===== src/hw/rtl/mfwm_pkg.sv =====
// Package for the mask flag window morphology unit.
// Holds the shared widths, flag and mode codes, and the payload and status structs.
// No dependencies.
package mfwm_pkg;

  localparam int unsigned LineDepth  = 1024;
  localparam int unsigned LineAw     = $clog2(LineDepth);
  localparam int unsigned FlagW      = 6;
  localparam int unsigned ColW       = LineAw;
  localparam int unsigned RowW       = 12;
  localparam int unsigned WidthW     = LineAw + 1;
  localparam int unsigned HeightW    = RowW + 1;
  localparam int unsigned CountW     = ColW + RowW;
  localparam int unsigned TotalW     = CountW + 1;
  localparam int unsigned CfgIdxW    = 2;
  localparam int unsigned CfgDataW   = HeightW;
  localparam int unsigned QueueDepth = 4;
  localparam int unsigned QueueAw    = $clog2(QueueDepth);
  localparam int unsigned DivSteps   = CountW;
  localparam int unsigned DivCntW    = $clog2(DivSteps + 1);

  localparam logic [WidthW-1:0]  MaxWidth  = WidthW'(LineDepth);
  localparam logic [HeightW-1:0] MaxHeight = HeightW'(1 << RowW);
  localparam logic [RowW-1:0]    RowMax    = '1;

  localparam logic [FlagW-1:0] FlSolid    = 6'h01;
  localparam logic [FlagW-1:0] FlDilated  = 6'h02;
  localparam logic [FlagW-1:0] FlBoundary = 6'h04;
  localparam logic [FlagW-1:0] FlBand     = 6'h08;
  localparam logic [FlagW-1:0] FlNoHole   = 6'h10;

  typedef enum logic [1:0] {
    ModeDilate   = 2'd0,
    ModeBoundary = 2'd1,
    ModeBand     = 2'd2,
    ModeClose    = 2'd3
  } mode_e;

  typedef enum logic [CfgIdxW-1:0] {
    CfgMode     = 2'd0,
    CfgWidth    = 2'd1,
    CfgHeight   = 2'd2,
    CfgEdgeBand = 2'd3
  } cfg_idx_e;

  typedef struct packed {
    logic             kind;
    logic [FlagW-1:0] pixel_flags;
  } in_item_t;

  typedef struct packed {
    logic [FlagW-1:0] result_flags;
    logic [ColW-1:0]  out_column;
    logic [RowW-1:0]  out_row;
    logic             frame_end;
  } out_item_t;

  typedef struct packed {
    logic [FlagW-1:0] up;
    logic [FlagW-1:0] mid;
    logic [FlagW-1:0] pix;
    logic             primed;
    logic [ColW-1:0]  col;
    logic [RowW-1:0]  row;
    logic             last;
    logic             left_ok;
    logic             right_ok;
    logic             up_ok;
    logic             down_ok;
  } line_item_t;

  typedef struct packed {
    logic               busy;
    logic               load;
    logic [WidthW-1:0]  eff_width;
    logic [HeightW-1:0] eff_height;
    logic [TotalW-1:0]  total;
    logic [ColW-1:0]    col;
    logic [CountW-1:0]  row;
  } geom_t;

endpackage


===== src/hw/rtl/mfwm_back.sv =====
// Back part: shifts the 3x3 window, applies the selected rule and queues the results.
// Depends on mfwm_pkg.
module mfwm_back (
  input  logic                  clk_i,
  input  logic                  rst_ni,
  input  mfwm_pkg::line_item_t  item_i,
  input  logic                  item_empty_i,
  output logic                  item_pop_o,
  input  logic [1:0]            mode_i,
  input  logic                  edge_band_i,
  output logic                  empty,
  input  logic                  pop,
  output mfwm_pkg::out_item_t   out_item_o
);

  localparam logic [mfwm_pkg::FlagW-1:0] Sd = mfwm_pkg::FlSolid | mfwm_pkg::FlDilated;

  logic [mfwm_pkg::FlagW-1:0] win_q [9];
  logic [mfwm_pkg::FlagW-1:0] win_d [9];
  logic [mfwm_pkg::FlagW-1:0] nbr   [9];
  mfwm_pkg::out_item_t        res_q [2];
  logic                       wr_ptr_q;
  logic                       rd_ptr_q;
  logic [1:0]                 res_cnt_q;
  logic                       out_pop;
  logic                       room;
  logic                       res_push;
  logic [mfwm_pkg::FlagW-1:0] here;
  logic [mfwm_pkg::FlagW-1:0] flags;
  logic                       any_sd;
  logic                       any_sdb;
  logic                       some_n;
  logic                       all_n;
  mfwm_pkg::out_item_t        res;

  assign out_pop    = pop && !empty;
  assign room       = (res_cnt_q != 2'd2) || out_pop;
  assign item_pop_o = !item_empty_i && room;
  assign res_push   = item_pop_o && item_i.primed;

  always_comb begin
    for (int i = 0; i < 6; i++) begin
      win_d[i] = win_q[i+3];
    end
    win_d[6] = item_i.up;
    win_d[7] = item_i.mid;
    win_d[8] = item_i.pix;
  end

  // Cells are column-major, column 0 oldest; cells outside the frame read as empty.
  always_comb begin
    for (int i = 0; i < 9; i++) begin
      nbr[i] = win_d[i];
      if ((i / 3 == 0) && !item_i.left_ok) begin
        nbr[i] = '0;
      end
      if ((i / 3 == 2) && !item_i.right_ok) begin
        nbr[i] = '0;
      end
      if ((i % 3 == 0) && !item_i.up_ok) begin
        nbr[i] = '0;
      end
      if ((i % 3 == 2) && !item_i.down_ok) begin
        nbr[i] = '0;
      end
    end
  end

  always_comb begin
    here    = win_d[4];
    any_sd  = 1'b0;
    any_sdb = 1'b0;
    for (int i = 0; i < 9; i++) begin
      any_sd  = any_sd || ((nbr[i] & Sd) != '0);
      any_sdb = any_sdb || ((nbr[i] & (Sd | mfwm_pkg::FlBand)) != '0);
    end
    some_n = ((nbr[1] | nbr[7] | nbr[3] | nbr[5]) & Sd) != '0;
    all_n  = ((nbr[1] & Sd) != '0) && ((nbr[7] & Sd) != '0) &&
             ((nbr[3] & Sd) != '0) && ((nbr[5] & Sd) != '0);
    flags  = here;
    unique case (mfwm_pkg::mode_e'(mode_i))
      mfwm_pkg::ModeDilate: begin
        if (((here & Sd) == '0) && any_sd) begin
          flags = here | mfwm_pkg::FlDilated;
        end
      end
      mfwm_pkg::ModeBoundary: begin
        if (((here & Sd) != '0) && some_n && !all_n) begin
          flags = here | mfwm_pkg::FlBoundary;
        end
      end
      mfwm_pkg::ModeBand: begin
        if ((here & mfwm_pkg::FlSolid) != '0) begin
          flags = here;
        end else if (((here & mfwm_pkg::FlDilated) != '0) || any_sdb) begin
          flags = here | mfwm_pkg::FlBand;
        end
      end
      mfwm_pkg::ModeClose: begin
        if ((here & (Sd | mfwm_pkg::FlNoHole)) == '0) begin
          flags = here | mfwm_pkg::FlDilated;
        end
      end
      default: flags = here;
    endcase
    if (edge_band_i && !(item_i.left_ok && item_i.right_ok && item_i.up_ok &&
                         item_i.down_ok)) begin
      flags = flags | mfwm_pkg::FlBand;
    end
  end

  always_comb begin
    res              = '0;
    res.result_flags = flags;
    res.out_column   = item_i.col;
    res.out_row      = item_i.row;
    res.frame_end    = item_i.last;
  end

  always_ff @(posedge clk_i or negedge rst_ni) begin
    if (!rst_ni) begin
      for (int i = 0; i < 9; i++) begin
        win_q[i] <= '0;
      end
    end else if (item_pop_o) begin
      win_q <= win_d;
    end
  end

  always_ff @(posedge clk_i) begin
    if (res_push) begin
      res_q[wr_ptr_q] <= res;
    end
  end

  always_ff @(posedge clk_i or negedge rst_ni) begin
    if (!rst_ni) begin
      wr_ptr_q  <= 1'b0;
      rd_ptr_q  <= 1'b0;
      res_cnt_q <= 2'd0;
    end else begin
      if (res_push) begin
        wr_ptr_q <= !wr_ptr_q;
      end
      if (out_pop) begin
        rd_ptr_q <= !rd_ptr_q;
      end
      if (res_push && !out_pop) begin
        res_cnt_q <= res_cnt_q + 2'd1;
      end else if (!res_push && out_pop) begin
        res_cnt_q <= res_cnt_q - 2'd1;
      end
    end
  end

  assign empty      = (res_cnt_q == 2'd0);
  assign out_item_o = res_q[rd_ptr_q];

endmodule


===== config.mk =====
export PLATFORM = sky130hd
export DESIGN_NAME = mfwm_back
export DESIGN_NICKNAME = d
export VERILOG_FILES = /design/src/hw/rtl/mfwm_pkg.sv /design/src/hw/rtl/mfwm_back.sv
export SDC_FILE = /design/constraint.sdc
export NUM_CORES = 1
export LEC_CHECK = 0
export ABC_CLOCK_PERIOD_IN_PS = 3100
export BUFFER_PORTS_ARGS = -buffer_cell sky130_fd_sc_hd__buf_4
export CORE_MARGIN = 2
export CORE_UTILIZATION = 40
export CTS_CLUSTER_DIAMETER = 200
export DETAILED_ROUTE_END_ITERATION = 12
export MAX_ROUTING_LAYER = met4
export PLACE_DENSITY_LB_ADDON = 0.2
export SLEW_MARGIN = 15
export SYNTH_ARGS = -nofsm -noshare
export SYNTH_HDL_FRONTEND = slang
export SYNTH_SLANG_ARGS = --single-unit

===== constraint.sdc =====
create_clock -name clk_i -period 3.1 [get_ports clk_i]
set_input_delay 0 -clock clk_i [delete_from_list [all_inputs] [get_ports clk_i]]
set_output_delay 0 -clock clk_i [all_outputs]
set_load 0.05 [all_outputs]

Word level (Yosys, flattened, before mapping)
Memory sizes are Yosys's and may differ from the RTL's.
Cells that the tools add are included.
- flip-flop bits (word level): 30
- memory bits (writable): 58
- input port bits: 53
- output and inout port bits: 31
- word-level logic and storage cells: 107
- memories: 1
- memories (memory ; depth ; bits a word ; read ports ; clocked after memory_dff ; wr ports ; RTL line ; text):
    res_q ; 2 ; 29 ; 1 ; 0 ; 1 ; mfwm_back.sv:21 ; mfwm_pkg::out_item_t res_q [2];
- add/subtract/negate cells: 2
- equal/unequal tests: 4
- mux-type cells: 23
- bitwise logic cells: 3
- reductions and logical operators: 65
- operators by type and width (operator ; count):
    6-bit nonzero test ; 19
    4-bit 2-to-1 mux ; 15
    6-bit case mux with 4 select lines ; 1
    1-bit logical OR ; 18
    1-bit logical AND ; 15
    6-bit logical NOT ; 2
    1-bit logical NOT ; 8
    2-bit 2-to-1 mux ; 4
    2-bit OR ; 3
    2-bit equality test (second input constant) ; 2
    2-bit logical NOT ; 2
    3-bit 2-to-1 mux ; 1
    2-bit by 1-bit adder with 2-bit output (second input constant) ; 1
    2-bit by 1-bit equality test with 1-bit output (second input constant) ; 1
    1-bit 2-to-1 mux ; 2
    2-bit != test (second input constant) ; 1
    2-bit nonzero test ; 1
    2-bit by 1-bit subtractor with 2-bit output (second input constant) ; 1

Depth between registers and ports, before layout
Gate-level depths: netlist (run 1).
- depth in word-level cells: 16
- mapped depth: 9
- mapped depth without buffers: 8

Worst setup path after synthesis (run 1)
No wires, ideal clock.
- kind: flip-flop to flip-flop
- start: register res_cnt_q[0]
- end: memory res_q[0][0] in the netlist's numbering (enable)
- library setup time: 0.415 ns
- arrival time: 2.279 ns
- data required time: 2.685 ns
- setup slack: 0.406 ns
- stages on the path, launching flop included: 6
- path buffers: 1
- period minus slack after synthesis: 2.694 ns
- cell sequence: dfrtp_1 -> nor2_2 -> a21oi_4 -> buf_6 -> nand2_4 -> nor2_1
- longest elaborated chain between the ends: 8
- elaborated cells between the ends (all ways): 9
- those cells by class: eq/ne: 1; mux: 2; reduce/logical: 6
- ends and longest elaborated chain (element ; RTL line ; text):
    start: declaration ; mfwm_back.sv:24 ; logic [1:0] res_cnt_q;
    start signal: assignment ; mfwm_back.sv:149 ; res_cnt_q <= res_cnt_q + 2'd1;
    start signal: assignment ; mfwm_back.sv:151 ; res_cnt_q <= res_cnt_q - 2'd1;
    2-bit logical NOT ; mfwm_back.sv:156 ; assign empty = (res_cnt_q == 2'd0);
    1-bit logical NOT ; mfwm_back.sv:36 ; assign out_pop = pop && !empty;
    1-bit logical AND ; mfwm_back.sv:36 ;
    1-bit logical OR * ; mfwm_back.sv:37 ; assign room = (res_cnt_q != 2'd2) || out_pop;
    1-bit logical AND * ; mfwm_back.sv:38 ; assign item_pop_o = !item_empty_i && room;
    named net item_pop_o ; mfwm_back.sv:8 ; output logic item_pop_o,
    1-bit logical AND * ; mfwm_back.sv:39 ; assign res_push = item_pop_o && item_i.primed;
    1-bit 2-to-1 mux * ; mfwm_back.sv:131 ; if (res_push) begin
    1-bit 2-to-1 mux (not written as such) * ; mfwm_back.sv:132 ; res_q[wr_ptr_q] <= res;
    end: declaration ; mfwm_back.sv:21 ;
The timed path passes the listed nets; every way through them passes the cells marked *.

Worst setup path after layout (run 1)
- start: register res_cnt_q[0]
- end: memory res_q[0][16] in the netlist's numbering (enable)
- longest elaborated chain between the ends: 8
- elaborated cells between the ends (all ways): 9
- those cells by class: eq/ne: 1; mux: 2; reduce/logical: 6
- ends and longest elaborated chain (element ; RTL line):
    2-bit logical NOT ; mfwm_back.sv:156
    1-bit logical NOT ; mfwm_back.sv:36
    1-bit logical AND ; mfwm_back.sv:36
    1-bit logical OR * ; mfwm_back.sv:37
    1-bit logical AND * ; mfwm_back.sv:38
    1-bit logical AND * ; mfwm_back.sv:39
    1-bit 2-to-1 mux * ; mfwm_back.sv:131
    1-bit 2-to-1 mux (not written as such) * ; mfwm_back.sv:132
Every way passes the cells marked *; elsewhere a longest branch is shown, timed or not.

==> results of run 1 <==
==> worst reg2reg max path: stages (launching register included) <==
cell     delay, ps
dfrtp_1        440
nor2_2          80
a21oi_4        250
nand2_4         80
nor2_2         500
buf_12         250
==> cells by family (layout without fill, tap and decap cells) <==
kind of cell,Yosys count,count (layout),share of synthesized area [%]
simple gates,27,27,4.41
fa+ha+maj,4,4,1.48
mux,50,50,17.5
flops,83,83,70.1
xor+xnor,5,5,1.30
compound gates,18,18,3.82
buf+inv,8,139,1.44
==> flip-flops by register name, indices dropped and copies added (netlist names) <==
register   flops
res_q         58
win_d         15
here           6
res_cnt_q      2
rd_ptr_q       1
wr_ptr_q       1
==> where the power goes <==
group          internal (mW)  total, mW  switching [mW]
Sequential              1.42       1.54           0.115
Combinational          0.593       1.47           0.877
Clock                  0.394      0.822           0.427
==> final cells by class <==
class | count | share of cell area (%)
flip-flops and latches | 83 | 50.3
repair buffers | 120 | 21.5
multi-input cells | 104 | 20.5
well taps | 105 | 2.79
clock buffers | 9 | 2.63
clock inverters | 7 | 1.97
inverters | 3 | 0.239
==> timing repair <==
| action | 4_1_cts | 5_1_grt |
|---|---|---|
| hold buffers | 40 | 0 |
| hold endpoints to repair | 85 | 0 |
| resized for setup | 0 | 0 |
==> how the worst max path moves through the flow <==
stage	from	to	slack, ps	cells past startpoint
6_report	res_cnt_q[0]	res_q[0][16]	1200	5
4_1_cts	res_cnt_q[0]	res_q[0][16]	1170	5
3_5_place_dp	res_cnt_q[0]	res_q[0][4]	1170	5
3_3_place_gp	res_cnt_q[0]	res_q[0][4]	1200	5
5_1_grt	res_cnt_q[0]	res_q[0][16]	1070	5
2_1_floorplan	res_cnt_q[0]	res_q[0][0]	410	5
==> Yosys cell counts <==
cell type   n  share of area, %
dfrtp_1    25                19
nand2_1     7              0.78
nand2_4     1              0.33
nand3_1     2              0.30
nor3_1      1              0.15
nor2_2      1              0.19
a21oi_4     1              0.48
and3_2      1              0.22
nand3b_1    1              0.22
edfxtp_1   58                52
or3_1       1              0.19
mux2_4      7               3.1
a22o_1      1              0.26
nor2_1      5              0.56
inv_1       3              0.33
a21oi_1     1              0.15
nand4_1     2              0.37
ha_1        4               1.5
mux2_2     43                14
o21ai_0     8               1.2
a32oi_1     1              0.26
nor4b_1     1              0.26
and2_1      1              0.19
and4b_1     1              0.30
buf_2       3              0.44
a221o_1     2              0.59
nor4_1      2              0.37
buf_6       2              0.67
xnor2_1     3              0.78
xor2_1      2              0.52
o211ai_1    4              0.89
==> routing by layer <==
metal / vias to the layer above / share of wire (%) / wire [µm]
met2: 48 / 51 / 3290
met3: 5 / 3.9 / 252
met4: 0 / 0.85 / 55
met1: 1011 / 44 / 2890
met5: - / 0 / 0
li1: 997 / - / -
==> results.py, run 1 <==
metrics = {
    "status": {
        "status": "complete, no violations",
    },
    "routing": {
        "detail-route-antenna-nets": 0,
        "drc": 0,
        "drt_iter0_drc": 59,
        "postRouteWirelength_mm": 6.49,
        "vias_per_cell": 4.78,
        "dr.pass1.iters": 4,
        "wl_per_cell_um": 15.1,
        "vias": 2061,
    },
    "synthesis": {
        "syn_area_per_cell_um2": 17.3,
        "synthesis.nets": 252,
        "synthCells": 195,
        "mappedNetlistArea_um2": 3380,
        "synth_cell_types": 31,
        "ys_ff_latch": 83,
        "ys_warn_count": 0,
        "seq_area_frac_synth_pct": 70.1,
    },
    "power_and_ir_drop": {
        "p_per_area_nw_per_um2": 814,
        "power.total_mw": 3.83,
        "cellLeakagePower_nw": 1.87,
        "peakVddDrop_v": 0.000256,
    },
    "timing": {
        "timing.hold.ws_ps": 87.1,
        "worst_slack_ps": 1200,
        "worst_pin_slew_ps": 719,
        "grt_setup_unrepaired": "no",
        "slew_viol_final": 0,
        "setup_viol": 0,
        "fmax_mhz": 528,
        "slew_headroom_pct": 52.0,
        "fin_skew_ps": 12.9,
        "period_needed_ps": 1900,
        "finalSetupTns_ps": 0,
        "final_hold_viol_count": 0,
        "min_period_over_period_pct": 61.1,
    },
    "floorplan": {
        "core_um2": 8220,
        "start_util_pct": 41.1,
        "fp.dieW_um": 95.9,
        "die_h_um": 95.9,
        "rows": 33,
        "io_pins": 84,
        "dieArea_um2": 9190,
    },
    "cts": {
        "h-tree-depth": 3,
        "clockRootBuffer": "clkbuf_8",
        "postCtsSetupBuffers": 0,
        "clk_pin_slew_worst_paths_ps": 90,
        "cts_buffer_depth": 2,
        "clock_sinks": 83,
        "cts_buffers": 9,
        "clock_latency_ps": 360,
        "cts_tree": "built",
    },
    "critical_path": {
        "worst-path-buf-inv": 1,
        "cpMostUsedCell": "nor2_2",
        "critPathKind": "flip-flop to flip-flop",
        "cp.required_ps": 3160,
        "timing.rr.start": "res_cnt_q[0]",
        "start_kind": "flip-flop",
        "path_cells": "nor2_2 -> a21oi_4 -> nand2_4 -> nor2_2 -> buf_12",
        "crit_path_max_fanout": 19,
        "rr_worst_depth": 5,
        "end_kind": "flip-flop",
        "critPathArrivalTime_ps": 1960,
        "reg2reg_setup_slack_ps": 1200,
        "cpMaxStageDelayCell": "nor2_2",
        "critPathTopFamily": "simple AND/OR/NAND/NOR gates",
        "critPathMaxStageDelay_ps": 500,
        "r2r-end": "res_q[0][16]",
    },
    "finish": {
        "area_delta_synth_final_pct": 39.3,
        "final_common_cell": "buf_4",
        "fillers": 644,
        "n_antenna_cell": 0,
        "final_cells": 431,
        "fin_nets": 378,
        "multiInputGateArea_um2": 963,
        "layout_common_cells": "buf_4, edfxtp_1, mux2_2, dlygate4sd3_1, dfrtp_1",
        "drive_gt1_share_pct": 46.3,
        "final_util_pct": 57.2,
        "regArea_um2": 2370,
        "final_cell_area_um2": 4700,
    },
    "grt": {
        "grt_max_degree": 30,
        "use_met2_pct": 23.7,
        "grt_pass1_vias": 2086,
        "grt_antenna_before_repair": 0,
        "grt_pass1_wl_mm": 10.2,
        "use_met3_pct": 3.76,
        "grt-busiest-layer": "met2",
        "grt_usage_pct": 15.4,
        "gr-total-overflow": 0,
        "use_met1_pct": 19.8,
    },
    "place": {
        "post-place-ws_ps": 1170,
        "gp_congestion": 0.786,
        "numPortBuffers": 77,
        "dpl.hpwl_mm": 4.20,
        "dpl_cell_area_um2": 4090,
        "dp.cells": 375,
    },
    "worst_hold_path": {
        "hp-class": "input pin to async pin",
    },
    "job": {
        "max_cap_viol_count": 0,
    },
}
Power figures use the tool's default switching activity.
==> run 2: changes to the inputs <==
--- a/config.mk
+++ b/config.mk
@@ -5,7 +5,7 @@
 export SDC_FILE = /design/constraint.sdc
 export NUM_CORES = 1
 export LEC_CHECK = 0
-export ABC_CLOCK_PERIOD_IN_PS = 3100
+export ABC_CLOCK_PERIOD_IN_PS = 1700
 export BUFFER_PORTS_ARGS = -buffer_cell sky130_fd_sc_hd__buf_4
 export CORE_MARGIN = 2
 export CORE_UTILIZATION = 40
==> constraint.sdc (replaced) <==
create_clock -name clk_i -period 1.7 [get_ports clk_i]
set_input_delay 0 -clock clk_i [delete_from_list [all_inputs] [get_ports clk_i]]
set_output_delay 0 -clock clk_i [all_outputs]
set_load 0.05 [all_outputs]
==> results.py, run 2 (same netlist as run 1, synthesis figures left out) <==
metrics = {
    "critical_path": {
        "cpMaxStageDelayCell": "dlygate4sd3_1",
        "crit_path_max_fanout": 5,
        "cp.required_ps": 1920,
        "path_cells": "nor2_2 -> a21oi_4 -> nand2_8 -> dlygate4sd3_1 -> xnor2_2",
        "start_kind": "flip-flop",
        "critPathMaxStageDelay_ps": 600,
        "end_kind": "flip-flop",
        "critPathArrivalTime_ps": 1850,
        "critPathKind": "flip-flop to flip-flop",
    },
    "power_and_ir_drop": {
        "cellLeakagePower_nw": 1.88,
        "p_per_area_nw_per_um2": 1490,
        "peakVddDrop_v": 0.000542,
    },
    "cts": {
        "cts_buffers": 9,
        "clk_pin_slew_worst_paths_ps": 80,
        "clock_sinks": 83,
        "cts_tree": "built",
        "clockRootBuffer": "clkbuf_8",
        "h-tree-depth": 3,
        "clock_latency_ps": 340,
        "cts_buffer_depth": 2,
    },
    "timing": {
        "slew_headroom_pct": 78.2,
        "final_hold_viol_count": 0,
        "fin_skew_ps": 6.91,
        "min_period_over_period_pct": 95.8,
        "finalSetupTns_ps": 0,
        "period_needed_ps": 1630,
        "slew_viol_final": 0,
        "setup_viol": 0,
        "worst_pin_slew_ps": 323,
        "fmax_mhz": 614,
    },
    "finish": {
        "drive_gt1_share_pct": 47.4,
        "n_antenna_cell": 0,
        "final_cells": 432,
        "top_register": "res_q",
        "fin_nets": 379,
        "final_cell_area_um2": 4750,
        "area_delta_synth_final_pct": 40.8,
        "largest_register_ff_count": 58,
        "layout_common_cells": "buf_4, edfxtp_1, mux2_2, dlygate4sd3_1, dfrtp_1",
        "final_common_cell": "buf_4",
        "final_util_pct": 57.8,
    },
    "routing": {
        "vias": 2092,
        "drt_iter0_drc": 71,
        "dr.pass1.iters": 4,
        "postRouteWirelength_mm": 6.39,
        "drc": 0,
        "detail-route-antenna-nets": 0,
        "vias_per_cell": 4.84,
        "wl_per_cell_um": 14.8,
    },
    "place": {
        "dpl.hpwl_mm": 4.17,
        "dp.cells": 377,
        "dpl_cell_area_um2": 4140,
        "gp_congestion": 0.737,
        "numPortBuffers": 77,
    },
    "floorplan": {
        "die_h_um": 95.9,
        "dieArea_um2": 9190,
        "core_um2": 8220,
        "rows": 33,
        "start_util_pct": 41.1,
        "io_pins": 84,
        "fp.dieW_um": 95.9,
    },
    "worst_hold_path": {
        "hp-class": "input pin to flip-flop",
    },
    "status": {
        "status": "complete, no violations",
    },
    "grt": {
        "grt_antenna_before_repair": 0,
        "grt_max_degree": 31,
        "grt_pass1_wl_mm": 10.3,
        "grt_pass1_vias": 2180,
        "grt_usage_pct": 15.4,
        "gr-total-overflow": 0,
    },
    "job": {
        "max_cap_viol_count": 0,
    },
}
==> run 2: through the flow <==
stage          power (mW)  setup slack [ps]  hold slack (ps)
4_1_cts              7.16              25.3             6.25
6_report             7.09              70.6             26.0
2_1_floorplan        4.76              -139             -296
3_5_place_dp         5.55               129            -73.6
5_1_grt              7.43             -2.14             19.3
3_3_place_gp         5.52               142            -72.4
==> run 2: power breakdown <==
group | total, mW | leakage, nW | internal (mW) | switching, mW
logic | 2.76 | 0.953 | 1.14 | 1.62
registers | 2.81 | 0.822 | 2.59 | 0.219
clock network | 1.51 | 0.103 | 0.830 | 0.684
total | 7.09 | 1.88 | 4.57 | 2.52
==> run 2: worst paths after layout <==
path                                 to    startpoint  slack [ps]  cells past startpoint
max reg2reg                    wr_ptr_q  res_cnt_q[0]          70                      5
min                            rd_ptr_q           pop          30                      3
min reg2reg                res_q[1][28]       here[5]         500                      0
max in group asynchronous  res_cnt_q[0]        rst_ni        1350                      2
max                            wr_ptr_q  res_cnt_q[0]          70                      5
min in group asynchronous     win_d[18]        rst_ni          90                      2
==> run 2: area by class of cell <==
cell class                 count  area (µm²)
sequential                    83        2370
timing repair buffer         121        1040
inverter                       3        11.3
multi-input combinational    104         985
tap                          105         131
clock inverter                 6        88.8
clock buffer                  10         128
fill                         680        3460
==> run 2: repair_timing <==
item,CTS,global route
hold endpoints to repair,84,0
buffers inserted,0,1
gates resized for setup,0,2
hold buffers,38,0
endpoints found under the setup margin,0,1
==> run 2: worst max-delay path, delay by kind of cell (launching register included) <==
| kind | cells | cell delay, ps |
|---|---|---|
| buffers and inverters | 1 | 600 |
| DFF | 1 | 410 |
| AOI/OAI and AO/OA | 1 | 220 |
| xor gates and xnor gates | 1 | 140 |
| and+or+nand+nor | 2 | 130 |
==> run 2: routing by layer <==
| metal | GRT usage (%) | vias up | routed length [µm] |
|---|---|---|---|
| li1 | - | 996 | - |
| met4 | 5.36 | 0 | 77 |
| met2 | 24.8 | 59 | 3150 |
| met5 | - | - | 0 |
| met3 | 3.92 | 10 | 241 |
| met1 | 18.9 | 1027 | 2930 |
==> run 3: changes to the inputs <==
==> constraint.sdc (replaced) <==
create_clock -name clk_i -period 1.7 [get_ports clk_i]
set_input_delay 0 -clock clk_i [delete_from_list [all_inputs] [get_ports clk_i]]
set_output_delay 0 -clock clk_i [all_outputs]
set_load 0.02 [all_outputs]
==> results.py, run 3 (same netlist as run 1, synthesis figures left out) <==
metrics = {
    "status": {
        "status": "complete, no violations",
    },
    "grt": {
        "grt_max_degree": 30,
        "gr-total-overflow": 0,
        "grt_pass1_vias": 2117,
        "grt_antenna_before_repair": 0,
        "grt_usage_pct": 15.4,
        "grt_pass1_wl_mm": 10.1,
    },
    "timing": {
        "fmax_mhz": 623,
        "grt_setup_unrepaired": "no",
        "setup_viol": 0,
        "slew_viol_final": 0,
        "min_period_over_period_pct": 94.4,
        "slew_headroom_pct": 77.5,
        "period_needed_ps": 1610,
        "worst_pin_slew_ps": 337,
        "final_hold_viol_count": 0,
        "fin_skew_ps": 8.81,
    },
    "power_and_ir_drop": {
        "p_per_area_nw_per_um2": 1360,
        "power_switching_mw": 1.93,
        "internal-power_mw": 4.53,
        "cellLeakagePower_nw": 1.89,
        "p_sw_share_pct": 29.9,
        "p_seq_share_pct": 43.4,
        "clockPowerShare_pct": 23.7,
        "combPwrFrac_pct": 32.9,
        "peakVddDrop_v": 0.000690,
    },
    "place": {
        "dpl.hpwl_mm": 4.31,
        "dp.cells": 379,
        "gp_congestion": 0.755,
        "numPortBuffers": 77,
        "dpl_cell_area_um2": 4130,
    },
    "floorplan": {
        "fp.dieW_um": 95.9,
        "io_pins": 84,
        "core_um2": 8220,
        "die_h_um": 95.9,
        "dieArea_um2": 9190,
        "start_util_pct": 41.1,
        "rows": 33,
    },
    "routing": {
        "detail-route-antenna-nets": 0,
        "wl_per_cell_um": 15.1,
        "drt_iter0_drc": 78,
        "vias": 2100,
        "drc": 0,
        "dr.pass1.iters": 5,
        "vias_per_cell": 4.84,
        "postRouteWirelength_mm": 6.56,
    },
    "finish": {
        "n_antenna_cell": 0,
        "final_cell_area_um2": 4740,
        "final_cells": 434,
        "area_delta_synth_final_pct": 40.3,
        "final_common_cell": "buf_4",
        "largest_register_ff_count": 58,
        "top_register": "res_q",
        "drive_gt1_share_pct": 46.5,
        "fin_nets": 381,
        "layout_common_cells": "buf_4, edfxtp_1, mux2_2, dlygate4sd3_1, dfrtp_1",
    },
    "cts": {
        "h-tree-depth": 3,
        "cts_resized": 0,
        "cts_tree": "built",
        "clock_sinks": 83,
        "cts_buffer_depth": 2,
        "clk_pin_slew_worst_paths_ps": 90,
        "clock_latency_ps": 340,
        "cts_buffers": 9,
        "postCtsSetupBuffers": 0,
        "clockRootBuffer": "clkbuf_8",
    },
    "critical_path": {
        "critPathArrivalTime_ps": 1830,
        "start_kind": "flip-flop",
        "crit_path_max_fanout": 5,
        "cp.required_ps": 1930,
        "end_kind": "flip-flop",
        "critPathKind": "flip-flop to flip-flop",
    },
    "job": {
        "max_cap_viol_count": 0,
    },
    "worst_hold_path": {
        "hp-class": "input pin to flip-flop",
    },
}
run 3: cell count changes in the layout (fill, tap and decap cells not counted), sizes merged:
| cell | change |
|---|---|
| buf | +1 |
| clkinv | +1 |
| clkinvlp | -2 |
| dlygate4sd3 | +1 |
| inv | +1 |
run 3: per-layer routing:
| metal | global-route usage (%) | up-vias | wire (µm) |
|---|---|---|---|
| met5 | - | - | 0 |
| met4 | 7.02 | 0 | 93 |
| met3 | 3.29 | 10 | 304 |
| met2 | 24.5 | 62 | 3260 |
| met1 | 18.9 | 1025 | 2900 |
| li1 | - | 1003 | - |
run 3: worst max-delay path, cell delays in order, from the launching register on:
cell	delay [ps]
dfrtp_1	440
nor2_2	70
a21oi_4	200
nand2_4	90
dlygate4sd3_1	570
xnor2_1	130
run 3: path summary, 6_finish.rpt:
kind | start | to | slack [ps] | cells past startpoint
min in group asynchronous | rst_ni | here[0] | 100 | 2
hold reg to reg | here[5] | res_q[1][28] | 470 | 0
setup / recovery | res_cnt_q[0] | wr_ptr_q | 90 | 5
setup reg to reg | res_cnt_q[0] | wr_ptr_q | 90 | 5
max in group asynchronous | rst_ni | win_d[21] | 1350 | 2
hold / removal | item_empty_i | res_q[0][20] | 90 | 4
run 3: power by group through the flow:
stage	logic, mW	clock network (mW)	registers, mW
floorplan	1.35	0	2.79
CTS	2.16	1.56	2.80
global placement	2.06	0	2.83
global route	2.29	1.66	2.85
detailed placement	2.08	0	2.84
finish	2.12	1.53	2.81
run 3: area by class of cell:
type / instances / area, µm²
well taps: 105 / 131
clock inverters: 6 / 86.3
clock buffers: 10 / 128
flip-flops and latches: 83 / 2370
inverters: 3 / 11.3
repair buffers: 123 / 1050
fillers: 672 / 3480
multi-input cells: 104 / 968
run 3: repair_timing:
action | 4_1_cts | 5_1_grt
hold buffers | 39 | 0
endpoints found under the hold margin | 85 | 0
endpoints found under the setup margin | 0 | 0
run 3: per-stage QoR:
step                setup slack (ps)  hold WS (ps)  utilization [%]  TNS (ps)  total power [mW]
finish                          94.7          89.5             57.7         0              6.46
global route                    33.3          93.9             57.7         0              6.79
CTS                             91.3          81.9             57.7         0              6.52
detailed placement               187         -72.5             50.3         0              4.92
global placement                 207         -74.3             50.3         0              4.89
floorplan                       -126          -296                -     -5840              4.13
